$ cat config.mk
export PLATFORM = sky130hd
export DESIGN_NAME = battery_soc_estimator_unit
export DESIGN_NICKNAME = d
export VERILOG_FILES = /design/src/rtl/bse_pkg.sv /design/src/rtl/bse_divider.sv /design/src/rtl/bse_sequencer.sv /design/src/rtl/battery_soc_estimator_unit.sv
export SDC_FILE = /design/constraint.sdc
export NUM_CORES = 1
export LEC_CHECK = 0
export BUFFER_PORTS_ARGS = -buffer_cell sky130_fd_sc_hd__buf_2
export CAP_MARGIN = 20
export CELL_PAD_IN_SITES_DETAIL_PLACEMENT = 0
export CELL_PAD_IN_SITES_GLOBAL_PLACEMENT = 1
export CORE_ASPECT_RATIO = 1.4
export CORE_MARGIN = 4
export CORE_UTILIZATION = 45
export DETAILED_ROUTE_END_ITERATION = 7
export PLACE_DENSITY = 0.84
export SLEW_MARGIN = 20
export SYNTH_ARGS = -nofsm -noshare
export SYNTH_HDL_FRONTEND = slang
export SYNTH_SLANG_ARGS = --single-unit
$ cat constraint.sdc
create_clock -name i_clk -period 13.9 [get_ports i_clk]
set_input_delay 0.695 -clock i_clk [delete_from_list [all_inputs] [get_ports i_clk]]
set_output_delay 0.695 -clock i_clk [all_outputs]
set_load 0.05 [all_outputs]
$ cat src/rtl/bse_pkg.sv
`timescale 1ns / 1ps
// ----------------------------------------------------------------------------
// bse_pkg
// shared types, constants, microcode encoding and the per-cell voltage curve
// ----------------------------------------------------------------------------
package bse_pkg;

    localparam int WINDOW_DEPTH_DEF = 8;

    localparam int MV_W       = 16;
    localparam int PWR_W      = 16;
    localparam int CELLS_W    = 5;
    localparam int AH_W       = 10;
    localparam int LIMIT_W    = 15;
    localparam int SOC_W      = 7;
    localparam int CAP_W      = 20;
    localparam int PROD_W     = AH_W + SOC_W;
    localparam int CFG_IDX_W  = 2;
    localparam int CFG_DATA_W = 15;
    localparam int DIVR_W     = 7;
    localparam int PC_W       = 5;
    localparam int SEG_W      = 4;
    localparam int SCALED_W   = 11;

    localparam logic [LIMIT_W-1:0] LIMIT_RESET = LIMIT_W'(300);
    localparam logic [SOC_W-1:0]   SOC_MAX     = SOC_W'(100);
    localparam logic [SOC_W-1:0]   SOC_STEP    = SOC_W'(10);

    // configuration register indexes
    localparam logic [CFG_IDX_W-1:0] CFG_CELL_SERIES = CFG_IDX_W'(0);
    localparam logic [CFG_IDX_W-1:0] CFG_PACK_AH     = CFG_IDX_W'(1);
    localparam logic [CFG_IDX_W-1:0] CFG_POWER_LIMIT = CFG_IDX_W'(2);

    // per-cell open-circuit curve, 10 percent apart
    localparam logic [MV_W-1:0] CURVE_MV [11] = '{
        16'd3270, 16'd3390, 16'd3510, 16'd3610, 16'd3680, 16'd3740,
        16'd3820, 16'd3930, 16'd4050, 16'd4130, 16'd4200
    };

    typedef struct packed {
        logic [MV_W-1:0]         pack_millivolts;
        logic signed [PWR_W-1:0] power_watts;
    } t_in_word;

    typedef struct packed {
        logic             soc_updated;
        logic             capacity_updated;
        logic [SOC_W-1:0] soc_percent;
        logic [CAP_W-1:0] capacity_left_mah;
    } t_out_word;

    typedef enum logic [3:0] {
        OP_NOP,
        OP_DIV_MV,
        OP_DIV_SUM,
        OP_DIV_AVG,
        OP_LOOKUP,
        OP_SOC_SET,
        OP_STORE,
        OP_MUL,
        OP_CAP,
        OP_DROP,
        OP_EMIT
    } t_op;

    typedef enum logic [2:0] {
        COND_NEXT,
        COND_NOT_OK,
        COND_NOT_EMPTY,
        COND_NOT_STORE,
        COND_NOT_FULL,
        COND_CLAMPED,
        COND_DIV_BUSY,
        COND_OUT_BUSY
    } t_cond;

    typedef struct packed {
        t_op             op;
        t_cond           cond;
        logic [PC_W-1:0] target;
    } t_ucode;

    typedef struct packed {
        logic run;
        t_op  op;
    } t_ctrl;

    typedef struct packed {
        logic ok;
        logic empty;
        logic store;
        logic full;
        logic clamped;
        logic div_busy;
        logic out_busy;
    } t_status;

    typedef struct packed {
        logic                clamped;
        logic [SOC_W-1:0]    soc_clamp;
        logic [SOC_W-1:0]    base;
        logic [SCALED_W-1:0] scaled;
        logic [DIVR_W-1:0]   span;
    } t_lookup;

    // program steps
    localparam logic [PC_W-1:0] STEP_CHECK         = PC_W'(0);
    localparam logic [PC_W-1:0] STEP_EMPTY         = PC_W'(1);
    localparam logic [PC_W-1:0] STEP_DIV_MV        = PC_W'(2);
    localparam logic [PC_W-1:0] STEP_WAIT_MV       = PC_W'(3);
    localparam logic [PC_W-1:0] STEP_LOOKUP_MV     = PC_W'(4);
    localparam logic [PC_W-1:0] STEP_WAIT_SPAN_MV  = PC_W'(5);
    localparam logic [PC_W-1:0] STEP_SOC_MV        = PC_W'(6);
    localparam logic [PC_W-1:0] STEP_GATE          = PC_W'(7);
    localparam logic [PC_W-1:0] STEP_STORE         = PC_W'(8);
    localparam logic [PC_W-1:0] STEP_DIV_SUM       = PC_W'(9);
    localparam logic [PC_W-1:0] STEP_WAIT_SUM      = PC_W'(10);
    localparam logic [PC_W-1:0] STEP_DIV_AVG       = PC_W'(11);
    localparam logic [PC_W-1:0] STEP_WAIT_AVG      = PC_W'(12);
    localparam logic [PC_W-1:0] STEP_LOOKUP_AVG    = PC_W'(13);
    localparam logic [PC_W-1:0] STEP_WAIT_SPAN_AVG = PC_W'(14);
    localparam logic [PC_W-1:0] STEP_SOC_AVG       = PC_W'(15);
    localparam logic [PC_W-1:0] STEP_MUL           = PC_W'(16);
    localparam logic [PC_W-1:0] STEP_CAP           = PC_W'(17);
    localparam logic [PC_W-1:0] STEP_DROP          = PC_W'(18);
    localparam logic [PC_W-1:0] STEP_EMIT          = PC_W'(19);

    // find the curve segment; interpolation numerator and span go to the divider
    function automatic t_lookup curve_lookup(input logic [MV_W-1:0] x);
        t_lookup          res;
        logic [SEG_W-1:0] seg;
        logic [MV_W-1:0]  lo;
        logic [MV_W-1:0]  diff;
        logic [MV_W-1:0]  span;
        res = '0;
        seg = SEG_W'(1);
        for (int i = 10; i >= 1; i--) begin
            if (x < CURVE_MV[i]) begin
                seg = SEG_W'(i);
            end
        end
        lo   = CURVE_MV[SEG_W'(seg - SEG_W'(1))];
        span = CURVE_MV[seg] - lo;
        diff = x - lo;
        if (x <= CURVE_MV[0]) begin
            res.clamped   = 1'b1;
            res.soc_clamp = '0;
        end else if (x >= CURVE_MV[10]) begin
            res.clamped   = 1'b1;
            res.soc_clamp = SOC_MAX;
        end
        res.base   = SOC_W'(SOC_W'(seg - SEG_W'(1)) * SOC_STEP);
        res.scaled = SCALED_W'(SCALED_W'(diff[DIVR_W-1:0]) * SCALED_W'(10));
        res.span   = span[DIVR_W-1:0];
        return res;
    endfunction

endpackage

$ cat src/rtl/bse_divider.sv
`timescale 1ns / 1ps
// ----------------------------------------------------------------------------
// bse_divider
// restoring divider, one quotient bit per cycle
// ----------------------------------------------------------------------------
module bse_divider #(
    parameter int DVD_W = 16
) (
    input  logic                       i_clk,
    input  logic                       i_rst_n,
    input  logic                       i_start,
    input  logic [DVD_W-1:0]           i_dividend,
    input  logic [bse_pkg::DIVR_W-1:0] i_divisor,
    output logic                       o_busy,
    output logic [DVD_W-1:0]           o_quotient
);
    import bse_pkg::*;

    localparam int CNT_W = $clog2(DVD_W + 1);

    logic              r_busy;
    logic [CNT_W-1:0]  r_cnt;
    logic [DVD_W-1:0]  r_quo;
    logic [DIVR_W-1:0] r_rem;
    logic [DIVR_W-1:0] r_dvs;
    logic [DIVR_W:0]   trial;
    logic [DIVR_W:0]   diff;
    logic              fits;

    always_comb begin
        trial = {r_rem, r_quo[DVD_W-1]};
        diff  = trial - {1'b0, r_dvs};
        fits  = trial >= {1'b0, r_dvs};
    end

    always_ff @(posedge i_clk) begin
        if (!i_rst_n) begin
            r_busy <= 1'b0;
            r_cnt  <= '0;
        end else if (i_start) begin
            r_busy <= 1'b1;
            r_cnt  <= CNT_W'(DVD_W);
        end else if (r_busy) begin
            r_cnt <= r_cnt - CNT_W'(1);
            if (r_cnt == CNT_W'(1)) begin
                r_busy <= 1'b0;
            end
        end
    end

    always_ff @(posedge i_clk) begin
        if (i_start) begin
            r_quo <= i_dividend;
            r_rem <= '0;
            r_dvs <= i_divisor;
        end else if (r_busy) begin
            r_rem <= fits ? diff[DIVR_W-1:0] : trial[DIVR_W-1:0];
            r_quo <= {r_quo[DVD_W-2:0], fits};
        end
    end

    assign o_busy     = r_busy;
    assign o_quotient = r_quo;

endmodule

$ cat src/rtl/bse_sequencer.sv
`timescale 1ns / 1ps
// ----------------------------------------------------------------------------
// bse_sequencer
// step counter and microcode rom with conditional jumps
// ----------------------------------------------------------------------------
module bse_sequencer (
    input  logic             i_clk,
    input  logic             i_rst_n,
    input  logic             i_start,
    input  bse_pkg::t_status i_status,
    output bse_pkg::t_ctrl   o_ctrl
);
    import bse_pkg::*;

    logic [PC_W-1:0] r_pc;
    logic [PC_W-1:0] n_pc;
    logic            r_run;
    logic            n_run;
    t_ucode          word;
    logic            take;
    logic            hold;
    logic            op_en;

    // microcode program
    always_comb begin
        unique case (r_pc)
            STEP_CHECK:         word = '{OP_NOP,     COND_NOT_OK,    STEP_EMIT};
            STEP_EMPTY:         word = '{OP_NOP,     COND_NOT_EMPTY, STEP_GATE};
            STEP_DIV_MV:        word = '{OP_DIV_MV,  COND_NEXT,      STEP_CHECK};
            STEP_WAIT_MV:       word = '{OP_NOP,     COND_DIV_BUSY,  STEP_WAIT_MV};
            STEP_LOOKUP_MV:     word = '{OP_LOOKUP,  COND_CLAMPED,   STEP_GATE};
            STEP_WAIT_SPAN_MV:  word = '{OP_NOP,     COND_DIV_BUSY,  STEP_WAIT_SPAN_MV};
            STEP_SOC_MV:        word = '{OP_SOC_SET, COND_NEXT,      STEP_CHECK};
            STEP_GATE:          word = '{OP_NOP,     COND_NOT_STORE, STEP_EMIT};
            STEP_STORE:         word = '{OP_STORE,   COND_NOT_FULL,  STEP_EMIT};
            STEP_DIV_SUM:       word = '{OP_DIV_SUM, COND_NEXT,      STEP_CHECK};
            STEP_WAIT_SUM:      word = '{OP_NOP,     COND_DIV_BUSY,  STEP_WAIT_SUM};
            STEP_DIV_AVG:       word = '{OP_DIV_AVG, COND_NEXT,      STEP_CHECK};
            STEP_WAIT_AVG:      word = '{OP_NOP,     COND_DIV_BUSY,  STEP_WAIT_AVG};
            STEP_LOOKUP_AVG:    word = '{OP_LOOKUP,  COND_CLAMPED,   STEP_MUL};
            STEP_WAIT_SPAN_AVG: word = '{OP_NOP,     COND_DIV_BUSY,  STEP_WAIT_SPAN_AVG};
            STEP_SOC_AVG:       word = '{OP_SOC_SET, COND_NEXT,      STEP_CHECK};
            STEP_MUL:           word = '{OP_MUL,     COND_NEXT,      STEP_CHECK};
            STEP_CAP:           word = '{OP_CAP,     COND_NEXT,      STEP_CHECK};
            STEP_DROP:          word = '{OP_DROP,    COND_NEXT,      STEP_CHECK};
            STEP_EMIT:          word = '{OP_EMIT,    COND_OUT_BUSY,  STEP_EMIT};
            default:            word = '{OP_NOP,     COND_NOT_OK,    STEP_EMIT};
        endcase
    end

    always_comb begin
        unique case (word.cond)
            COND_NEXT:      take = 1'b0;
            COND_NOT_OK:    take = !i_status.ok;
            COND_NOT_EMPTY: take = !i_status.empty;
            COND_NOT_STORE: take = !i_status.store;
            COND_NOT_FULL:  take = !i_status.full;
            COND_CLAMPED:   take = i_status.clamped;
            COND_DIV_BUSY:  take = i_status.div_busy;
            COND_OUT_BUSY:  take = i_status.out_busy;
            default:        take = 1'b0;
        endcase
    end

    // a jump to the own step is a wait; its operation fires only on leaving
    always_comb begin
        hold  = take && (word.target == r_pc);
        op_en = r_run && !hold;
    end

    always_comb begin
        n_pc  = r_pc;
        n_run = r_run;
        if (!r_run) begin
            n_run = i_start;
        end else if (op_en && (word.op == OP_EMIT)) begin
            n_pc  = STEP_CHECK;
            n_run = 1'b0;
        end else if (take) begin
            n_pc = word.target;
        end else begin
            n_pc = r_pc + PC_W'(1);
        end
    end

    always_ff @(posedge i_clk) begin
        if (!i_rst_n) begin
            r_pc  <= STEP_CHECK;
            r_run <= 1'b0;
        end else begin
            r_pc  <= n_pc;
            r_run <= n_run;
        end
    end

    always_comb begin
        o_ctrl.run = r_run;
        o_ctrl.op  = op_en ? word.op : OP_NOP;
    end

endmodule

$ cat src/rtl/battery_soc_estimator_unit.sv
`timescale 1ns / 1ps
// ----------------------------------------------------------------------------
// battery_soc_estimator_unit
// voltage-based state of charge with a sliding sample window
// ----------------------------------------------------------------------------
// one word at a time: a pack-voltage sample and the power draw go in, one
// result word comes out per sample. a zero sample or a zero cell count gives
// an all-zero result. with an empty window the soc is set at once from the
// sample; samples taken above the power limit are not windowed. once the
// window holds WINDOW_DEPTH samples the mean per cell is interpolated on an
// 11-point curve and soc plus remaining mah are reported, then the oldest
// sample is dropped. the work runs from a 20-step microcode program. the
// window mean comes from a reciprocal multiply in one step; the division by
// the cell count and the curve interpolation share a restoring divider with
// N = 16 + clog2(WINDOW_DEPTH) quotient bits, one bit per cycle, and the
// program waits while it is busy. with a depth of 1 the first sample also
// fills the window. a clamped curve point skips one division. a stalled
// output register holds the program at its last step until the previous
// result is taken. a new word can be taken in the same cycle that the result
// first sits in the output register.
// ----------------------------------------------------------------------------
module battery_soc_estimator_unit #(
    parameter int WINDOW_DEPTH = bse_pkg::WINDOW_DEPTH_DEF
) (
    input  logic                           i_clk,
    input  logic                           i_rst_n,
    // sample channel
    input  logic                           i_in_valid,
    output logic                           o_in_stall,
    input  bse_pkg::t_in_word              i_in_word,
    // result channel
    output logic                           o_out_valid,
    input  logic                           i_out_stall,
    output bse_pkg::t_out_word             o_out_word,
    // configuration writes
    input  logic                           i_cfg_valid,
    output logic                           o_cfg_ready,
    input  logic [bse_pkg::CFG_IDX_W-1:0]  i_cfg_index,
    input  logic [bse_pkg::CFG_DATA_W-1:0] i_cfg_data
);
    import bse_pkg::*;

    localparam int SUM_W  = MV_W + $clog2(WINDOW_DEPTH);
    localparam int CNT_W  = $clog2(WINDOW_DEPTH + 1);
    localparam int IDX_W  = (WINDOW_DEPTH > 1) ? $clog2(WINDOW_DEPTH) : 1;
    localparam int SLOT_W = CNT_W + 1;

    // window mean as sum * ceil(2^sh / depth) >> sh, exact for any sum
    localparam int RECIP_SH   = SUM_W + $clog2(WINDOW_DEPTH);
    localparam int RECIP_W    = SUM_W + 1;
    localparam int AVG_PROD_W = SUM_W + RECIP_W;
    localparam logic [RECIP_W-1:0] RECIP_M = RECIP_W'(
        ((64'd1 << RECIP_SH) + 64'(WINDOW_DEPTH) - 64'd1) / 64'(WINDOW_DEPTH));

    // configuration registers
    logic [CELLS_W-1:0] r_cells;
    logic [AH_W-1:0]    r_ah;
    logic [LIMIT_W-1:0] r_limit;

    // latched sample
    logic [MV_W-1:0]         r_mv;
    logic signed [PWR_W-1:0] r_pw;

    // window bookkeeping
    logic [MV_W-1:0]  mem [WINDOW_DEPTH];
    logic [MV_W-1:0]  r_rdata;
    logic [CNT_W-1:0] r_count;
    logic [IDX_W-1:0] r_oldest;
    logic [SUM_W-1:0] r_sum;
    logic [SLOT_W-1:0] slot_raw;
    logic [IDX_W-1:0] slot;
    logic [AVG_PROD_W-1:0] avg_prod;
    logic [SUM_W-1:0]      r_avg;

    // result working registers
    logic              r_soc_upd;
    logic              r_cap_upd;
    logic [SOC_W-1:0]  r_soc;
    logic [SOC_W-1:0]  r_base;
    logic [PROD_W-1:0] r_prod;
    logic [CAP_W-1:0]  r_cap;

    // output register
    logic      r_out_valid;
    t_out_word r_out;

    // control
    t_ctrl            ctrl;
    t_status          status;
    t_lookup          lk;
    logic             accept;
    logic             div_start;
    logic             div_busy;
    logic [SUM_W-1:0] div_dividend;
    logic [DIVR_W-1:0] div_divisor;
    logic [SUM_W-1:0] quotient;

    assign accept      = i_in_valid && !ctrl.run;
    assign o_in_stall  = ctrl.run;
    assign o_cfg_ready = 1'b1;

    // register file, to be written only while idle; the block does not enforce it
    always_ff @(posedge i_clk) begin
        if (!i_rst_n) begin
            r_cells <= '0;
            r_ah    <= '0;
            r_limit <= LIMIT_RESET;
        end else if (i_cfg_valid) begin
            unique case (i_cfg_index)
                CFG_CELL_SERIES: r_cells <= i_cfg_data[CELLS_W-1:0];
                CFG_PACK_AH:     r_ah    <= i_cfg_data[AH_W-1:0];
                CFG_POWER_LIMIT: r_limit <= i_cfg_data[LIMIT_W-1:0];
                default:         ;
            endcase
        end
    end

    // curve segment of the last quotient, mv per cell
    assign lk = curve_lookup(quotient[MV_W-1:0]);

    // window sum times the depth reciprocal
    assign avg_prod = AVG_PROD_W'(r_sum) * AVG_PROD_W'(RECIP_M);

    // next free slot, oldest plus count wrapped once
    always_comb begin
        slot_raw = SLOT_W'(r_oldest) + SLOT_W'(r_count);
        if (slot_raw >= SLOT_W'(WINDOW_DEPTH)) begin
            slot_raw = slot_raw - SLOT_W'(WINDOW_DEPTH);
        end
        slot = slot_raw[IDX_W-1:0];
    end

    // status flags for the jump conditions
    always_comb begin
        status.ok       = (r_mv != '0) && (r_cells != '0);
        status.empty    = (r_count == '0);
        status.store    = r_pw <= $signed({1'b0, r_limit});
        status.full     = (r_count == CNT_W'(WINDOW_DEPTH - 1));
        status.clamped  = lk.clamped;
        status.div_busy = div_busy;
        status.out_busy = r_out_valid && i_out_stall;
    end

    // divider operand select
    always_comb begin
        div_start    = 1'b0;
        div_dividend = SUM_W'(r_mv);
        div_divisor  = DIVR_W'(r_cells);
        unique case (ctrl.op)
            OP_DIV_MV: begin
                div_start = 1'b1;
            end
            OP_DIV_AVG: begin
                div_start    = 1'b1;
                div_dividend = r_avg;
            end
            OP_LOOKUP: begin
                // interpolation (x - lo) * 10 / span
                div_start    = !lk.clamped;
                div_dividend = SUM_W'(lk.scaled);
                div_divisor  = lk.span;
            end
            default: ;
        endcase
    end

    bse_divider #(
        .DVD_W(SUM_W)
    ) u_div (
        .i_clk      (i_clk),
        .i_rst_n    (i_rst_n),
        .i_start    (div_start),
        .i_dividend (div_dividend),
        .i_divisor  (div_divisor),
        .o_busy     (div_busy),
        .o_quotient (quotient)
    );

    bse_sequencer u_seq (
        .i_clk    (i_clk),
        .i_rst_n  (i_rst_n),
        .i_start  (accept),
        .i_status (status),
        .o_ctrl   (ctrl)
    );

    // sample window memory, oldest entry read every cycle
    always_ff @(posedge i_clk) begin
        if (ctrl.op == OP_STORE) begin
            mem[slot] <= r_mv;
        end
        r_rdata <= mem[r_oldest];
    end

    // window control state
    always_ff @(posedge i_clk) begin
        if (!i_rst_n) begin
            r_count  <= '0;
            r_oldest <= '0;
            r_sum    <= '0;
        end else begin
            unique case (ctrl.op)
                OP_STORE: begin
                    r_sum   <= r_sum + SUM_W'(r_mv);
                    r_count <= r_count + CNT_W'(1);
                end
                OP_DROP: begin
                    r_sum   <= r_sum - SUM_W'(r_rdata);
                    r_count <= r_count - CNT_W'(1);
                    if (r_oldest == IDX_W'(WINDOW_DEPTH - 1)) begin
                        r_oldest <= '0;
                    end else begin
                        r_oldest <= r_oldest + IDX_W'(1);
                    end
                end
                default: ;
            endcase
        end
    end

    // result datapath
    always_ff @(posedge i_clk) begin
        if (accept) begin
            r_mv      <= i_in_word.pack_millivolts;
            r_pw      <= i_in_word.power_watts;
            r_soc_upd <= 1'b0;
            r_cap_upd <= 1'b0;
            r_soc     <= '0;
            r_cap     <= '0;
        end else begin
            unique case (ctrl.op)
                OP_DIV_SUM: begin
                    // floor of the window mean
                    r_avg <= avg_prod[RECIP_SH +: SUM_W];
                end
                OP_LOOKUP: begin
                    r_base <= lk.base;
                    if (lk.clamped) begin
                        r_soc     <= lk.soc_clamp;
                        r_soc_upd <= 1'b1;
                    end
                end
                OP_SOC_SET: begin
                    r_soc     <= r_base + quotient[SOC_W-1:0];
                    r_soc_upd <= 1'b1;
                end
                OP_MUL: begin
                    r_prod <= PROD_W'(r_ah) * PROD_W'(r_soc);
                end
                OP_CAP: begin
                    // ah * 1000 * soc / 100 is exactly ah * soc * 10
                    r_cap     <= CAP_W'({r_prod, 3'b000}) + CAP_W'({r_prod, 1'b0});
                    r_cap_upd <= 1'b1;
                end
                default: ;
            endcase
        end
    end

    // output register frees the sequencer as soon as the result is loaded
    always_ff @(posedge i_clk) begin
        if (!i_rst_n) begin
            r_out_valid <= 1'b0;
        end else if (ctrl.op == OP_EMIT) begin
            r_out_valid <= 1'b1;
        end else if (!i_out_stall) begin
            r_out_valid <= 1'b0;
        end
    end

    always_ff @(posedge i_clk) begin
        if (ctrl.op == OP_EMIT) begin
            r_out.soc_updated       <= r_soc_upd;
            r_out.capacity_updated  <= r_cap_upd;
            r_out.soc_percent       <= r_soc;
            r_out.capacity_left_mah <= r_cap;
        end
    end

    assign o_out_valid = r_out_valid;
    assign o_out_word  = r_out;

endmodule

Yosys cells after proc, flatten, opt, wreduce, memory -nomap -nowiden
Memories as Yosys holds them, arrays and structs flattened. A register that Yosys moved wholly into a read port is not among the register bits. Cells that the tools add are included.

$add $sub $neg: 16. $mul: 3. Divide/modulo/power cells: 0. Magnitude comparators: 17. Equal/unequal tests: 26. Shifts and indexed selects: 0. Muxes and demuxes: 47. Bitwise gates (word level): 4. Reductions and logical operators: 30.

Operators by type and width (number): 16-bit by 12-bit < comparator with 1-bit output (second input constant) (8); 19-bit one-hot mux with 2 select lines (2); 4-bit two-way mux (11); 7-bit two-way mux (6); 19-bit two-way mux (2); 5-bit two-way mux (7); 16-bit by 13-bit < comparator with 1-bit output (second input constant) (2); 7-bit subtractor (3); 20-bit by 18-bit adder with 20-bit output (1); 4-bit by 3-bit equality test with 1-bit output (second input constant) (5); 19-bit by 16-bit adder with 19-bit output (1); 19-bit by 16-bit subtractor with 19-bit output (1); 10-bit by 7-bit multiplier with 17-bit output (1); 4-bit equality test (second input constant) (4); 16-bit by 13-bit greater-or-equal comparator with 1-bit output (second input constant) (1); 16-bit by 12-bit less-or-equal comparator with 1-bit output (second input constant) (1); 16-bit less-or-equal comparator (1); 8-bit two-way mux (2); 16-bit nonzero test (1); 3-bit equality test (second input constant) (5); 7-bit one-hot mux with 2 select lines (1); 2-bit AND reduction (7); 5-bit greater-or-equal comparator (second input constant) (2); 7-bit by 3-bit multiplier with 10-bit output (second input constant) (1); other kinds (37) (67).

Register bits: 231. Latch bits: 0. Bits in writable memories: 128. ROM bits: 896. Word-level logic and storage cells: 176. Memories kept: 4.

Memories: (no name shown) (words 32, bits a word 12, rd ports 1, clocked after memory_dff 1, write ports 0, RTL line bse_sequencer.sv:26) `unique case (r_pc)`; (no name shown) (words 16, bits a word 16, rd ports 1, clocked after memory_dff 0, write ports 0, RTL line bse_pkg.sv:143) `span = CURVE_MV[seg] - lo;`; (no name shown) (words 16, bits a word 16, rd ports 1, clocked after memory_dff 0, write ports 0, RTL line bse_pkg.sv:142) `lo = CURVE_MV[SEG_W'(seg - SEG_W'(1))];`; mem (words 8, bits a word 16, rd ports 1, clocked after memory_dff 1, write ports 1, RTL line battery_soc_estimator_unit.sv:65) `logic [MV_W-1:0] mem [WINDOW_DEPTH];`.

Longest topological paths before layout
Depth after elaboration: 20. Mapped depth: 29.

Cells and area by module
Synthesis repeated with hierarchy kept, for this count alone.

Cell total of the unflattened synthesis: 1870. Area total of the unflattened synthesis: 21420.5 sq um.

Modules (own cells, without submodules): battery_soc_estimator_unit (times used 1, cells each 1539, area an instance 17946.0 sq um, sequential area each 8838.5 sq um); bse_divider (times used 1, cells each 182, area an instance 2128.3 sq um, sequential area each 1041.0 sq um); bse_sequencer (times used 1, cells each 149, area an instance 1346.3 sq um, sequential area each 360.3 sq um).

Least setup slack after synthesis
OpenSTA, ideal clock, no wires.

Kind: register to register. Start point: register u_div.r_quo[12], in the netlist u_div.o_quotient[12]. End point: register u_div.r_quo[8], in the netlist u_div.o_quotient[8] (data pin). Setup time: 282 ps. Data arrival time: 5393 ps. Required time: 13618 ps. Slack: 8225 ps. Cell stages (with the launch flop): 28. Buffers on the path: 0. Period minus slack after synthesis: 5675 ps. Cells stage by stage: edfxtp_1 -> or4_4 -> nor3_1 -> nand2b_1 -> nand2_1 -> a21o_1 -> ha_1 -> inv_1 -> ha_1 -> inv_1 -> mux2i_1 -> nand2_1 -> ha_1 -> nor2b_1 -> o21ai_0 -> a21boi_0 -> o21ai_0 -> nand2b_1 -> xnor2_1 -> xnor2_2 -> ha_1 -> ha_1 -> o21ai_0 -> nand2b_1 -> xnor2_1 -> nor2_1 -> a221oi_1 -> a21oi_1.

Cells in the longest elaborated chain, start to end: 20. Elaborated cells on any way between the ends: 44. Classes of those cells: 2 x add/sub; 1 x mul; 12 x order compare; 3 x eq/ne; 19 x mux; 1 x bitwise; 5 x reduce/logical; 1 x memory.

RTL lines: start, declared (RTL line bse_divider.sv:23) `logic [DVD_W-1:0] r_quo;`; start signal, assigned (RTL line bse_divider.sv:53) `r_quo <= i_dividend;`; start signal, assigned (RTL line bse_divider.sv:58) `r_quo <= {r_quo[DVD_W-2:0], fits};`; 16-bit by 13-bit < comparator with 1-bit output (RTL line bse_pkg.sv:138) `if (x < CURVE_MV[i]) begin`; 4-bit two-way mux (10 in series) (RTL line bse_pkg.sv:138); 4-bit by 1-bit subtractor with 4-bit output (RTL line bse_pkg.sv:142); 4-bit inverter with 5-bit output (not written as such) (RTL line bse_pkg.sv:142); memory 16 x 16 bit; 7-bit two-way mux (not written as such) (2 in series) (RTL line bse_pkg.sv:142); 7-bit subtractor (RTL line bse_pkg.sv:144) `diff = x - lo;`; 7-bit by 3-bit multiplier with 10-bit output (RTL line bse_pkg.sv:153) `res.scaled = SCALED_W'(SCALED_W'(diff[DIVR_W-1:0]) * SCALED_W'(10));`; 19-bit one-hot mux with 2 select lines (RTL line battery_soc_estimator_unit.sv:149) `unique case (ctrl.op)`; 19-bit two-way mux (*) (RTL line bse_divider.sv:52) `if (i_start) begin`.

Mark *: on every way between the ends. The rest lies on a longest branch, timed or not. The select of a mux whose other input is x is not followed. A chain may end at the register's enable or synchronous reset.

Final worst setup path
Same ends and word-level chain as after synthesis.

==> key figures <==
Synth
  – Adder-Cell Fraction of Synth Area: 0.132
  – Largest family of logic cells by synthesized area: adder cells
  – Mapped Area: 0.0208 mm²
  – Synth Area in XOR/XNOR: 0.0344
  – Simple-gate portion of the synthesized area: 0.132
  – Post-Syn Nets: 2110
  – Warnings, synthesis: 0
  – Mean area per synthesized cell: 11.2 µm²
  – Register area share after synthesis: 0.491
  – Mapped Cells: 1865
  – Top cell type's share of synthesized area: 0.364
  – Mux contribution to synthesized area: 0.0570
  – Compound-Gate Fraction of Synth Area: 0.116
  – Synth top area cells: edfxtp_1, dfxtp_1, ha_1
  – Top_reg_cell synth: edfxtp_1
  – Number of enable flip-flop cells after synthesis: 253
  – Library cells used by synthesis: 91
  – Register bit count reported by yosys: 385
  – Asr flop ratio synth: 0
  – Largest area contributor in the netlist: edfxtp_1

STA
  – Max-slew headroom: 0.285
  – Setup violations, final: 0
  – Final slew viol count: 0
  – Period utilization: 0.478
  – Fmax: 151 MHz
  – Setup TNS: 0 ns
  – Skew final: 0.0239 ns
  – Worst Tran Pin Value: 1.07 ns
  – RSZ-0062 raised after global routing: no
  – Final hold slack: 0.328 ns
  – Hold Fails Final Rpt: 0
  – Final min period: 6.64 ns

Die
  – Row count: 93
  – Die area: 0.0499 mm²
  – Die Width: 190 µm
  – Core area: 0.0460 mm²
  – Num ports: 86
  – Initial Util: 0.454
  – Die Ht: 263 µm

Routing
  – # DRC: 0
  – WL per Instance: 18.1 µm
  – WL met2: 25100 µm
  – Routed Antenna Nets: 0
  – Pre-antenna DRT Iters: 5
  – Via count: 14200
  – WL met3: 1740 µm
  – Via density per instance: 5.50
  – Starting DRC count in detailed routing: 921
  – WL final: 46600 µm
  – Max layer used: met4
  – M1 WL: 18100 µm

Critical path
  – Startpoint Class: flop
  – Critical Path AT: 6.89 ns
  – CP dominant cell by count: ha_1
  – Worst setup EP type: flop
  – Slowest stage delay, CP: 0.82 ns
  – Largest fanout on the critical path: 7
  – Setup Crit Path Kind: reg2reg
  – Slowest cell on the critical path: nor4_1
  – Worst Path Required: 14.15 ns

Outcome
  – Status: completed

Place
  – Port Buffers: 83
  – Detailed placer's ending HPWL: 34000 µm
  – Placer Congestion: 0.911

Global route
  – Largest net degree at the start of global routing: 65
  – Vias in the first global route: 14500
  – Remaining Overflow, GRT: 0
  – First-pass GRT wire length: 75100 µm
  – Initial antenna violation count: 0
  – Total GRT Usage: 0.184

Layout
  – Nets@finish: 2178
  – Layout cells sized above 1: 0.128
  – FILL cells: 4077
  – Multi-input logic area: 0.00991 mm²
  – Layout area overhead: 11.1%
  – Reg area: 0.0102 mm²
  – Number of diodes: 0

CTS
  – Hold buffers post-CTS: 0
  – CTS Sinks: 385
  – Clock latency on the worst-skew pair: 0.54 ns
  – TritonCTS clock tree: done
  – Root buf cell: clkbuf_16
  – Post-CTS sizing: 0
  – Max Root-Sink Buffers: 3
  – Inserted Clock Buffers: 38
  – Clk slew on worst S/H paths: 0.07 ns
  – CTS H-tree lvls: 2
  – Setup Fix Bufs, Post-CTS: 0

Power and ir drop
  – Peak supply drop: 0.000121 V
  – Static leakage: 9.12 nW
  – Cell Pwr Density: 128 mW/mm²

Worst hold path
  – Min-delay worst type: in2reg

Flow run
  – Max cap viols: 0
registers in the layout, indices dropped and copies added (netlist names), 12 cells and up:
register / cells
r_sum: 19
u_div.o_quotient: 19
r_pw: 16
r_cap: 19
r_mv: 16
r_limit: 15
mem: 128
u_seq.word: 12
r_prod: 17
r_rdata: 16
r_avg: 16
o_out_word: 28
Yosys cell counts (26+ instances only):
library cell  count
clkbuf_1         51
inv_1           124
fa_1             49
nand2_1         196
a21oi_1         120
xnor2_1          50
mux4_2           32
nand3_1          39
and2_1           37
mux2i_1          26
o21ai_0          60
dfxtp_1         132
nor3_1           44
xor2_1           30
ha_1            142
nor2_1          130
edfxtp_1        253
critical path, delay by kind of cell (launching register included):
family / cells / cell delay [ns]
AND/OR/NAND/NOR: 7 / 1.57
AO/OA/AOI/OAI: 8 / 1.54
adder cells (fa/ha/maj): 5 / 1.50
XOR/XNOR: 3 / 0.58
buffers and inverters: 3 / 0.47
flip-flops: 1 / 0.45
multiplexers: 1 / 0.25
final cells by class:
cell class,count,area share
inverter,127,0.0206
multi-input combinational,1282,0.428
clock buffer,57,0.0473
tap,617,0.0333
clock inverter,11,0.00567
timing repair buffer,99,0.0231
sequential,385,0.442
metal layers:
metal  up-vias  track usage
met2       288        0.349
met3        98       0.0219
li1       6858            -
met1      6942        0.212
met4         0       0.0626
met5         -            0
placed cells by master (no fill, tap or decap), types with 14 or more instances in the layout:
master and n:
edfxtp_1 253, nand2_1 196, ha_1 142, dfxtp_1 131, nor2_1 130, inv_1 122
a21oi_1 119, buf_2 83, o21ai_0 60, xnor2_1 50, fa_1 49, clkbuf_16 40
nand3_1 39, nor3_1 39, and2_1 37, mux4_2 32, xor2_1 30, mux2i_1 26
a21o_1 25, nor2b_1 22, a211oi_1 21, nand2b_1 20, a31oi_1 19, o211ai_1 17
mux2_2 17, buf_4 16, clkbuf_1 14
path summary, 6_finish.rpt:
kind	startpoint	end	slack, ns	depth (start not counted)
setup / recovery	u_div.o_quotient[12]	u_div.o_quotient[8]	7.26	27
hold / removal	i_in_word[14]	r_pw[14]	0.33	1
setup reg to reg	u_div.o_quotient[12]	u_div.o_quotient[8]	7.26	27
hold reg to reg	r_cap[17]	o_out_word[17]	0.42	0
cell families after synthesis:
logic type,after synthesis
AOI/OAI and AO/OA,363
xor gates and xnor gates,81
buffers and inverters,198
muxes,76
other,2
adders and majority gates,191
DFF,385
and+or+nand+nor,569
power by group:
group          internal [W]  switching, W  leakage [nW]  total [W]
clock network      0.000601      0.000429         0.599    0.00103
logic              0.000244      0.000337          5.16   0.000580
registers           0.00128     0.0000772          3.36    0.00136
total               0.00213      0.000843          9.12    0.00297
through the flow:
step	instances	cell area, µm²	util	total power [W]	worst slack (ns)
4_1_cts	2578	23200	0.504	0.00299	7.28
6_report	2578	23200	0.504	0.00297	7.26
5_1_grt	2578	23200	0.504	0.00312	6.65
3_3_place_gp	2510	21900	0.477	0.00195	7.60
3_5_place_dp	2510	21900	0.477	0.00196	7.35
2_1_floorplan	1865	20800	-	0.00180	8.22
No activity file was read; power rests on OpenSTA's default activity.
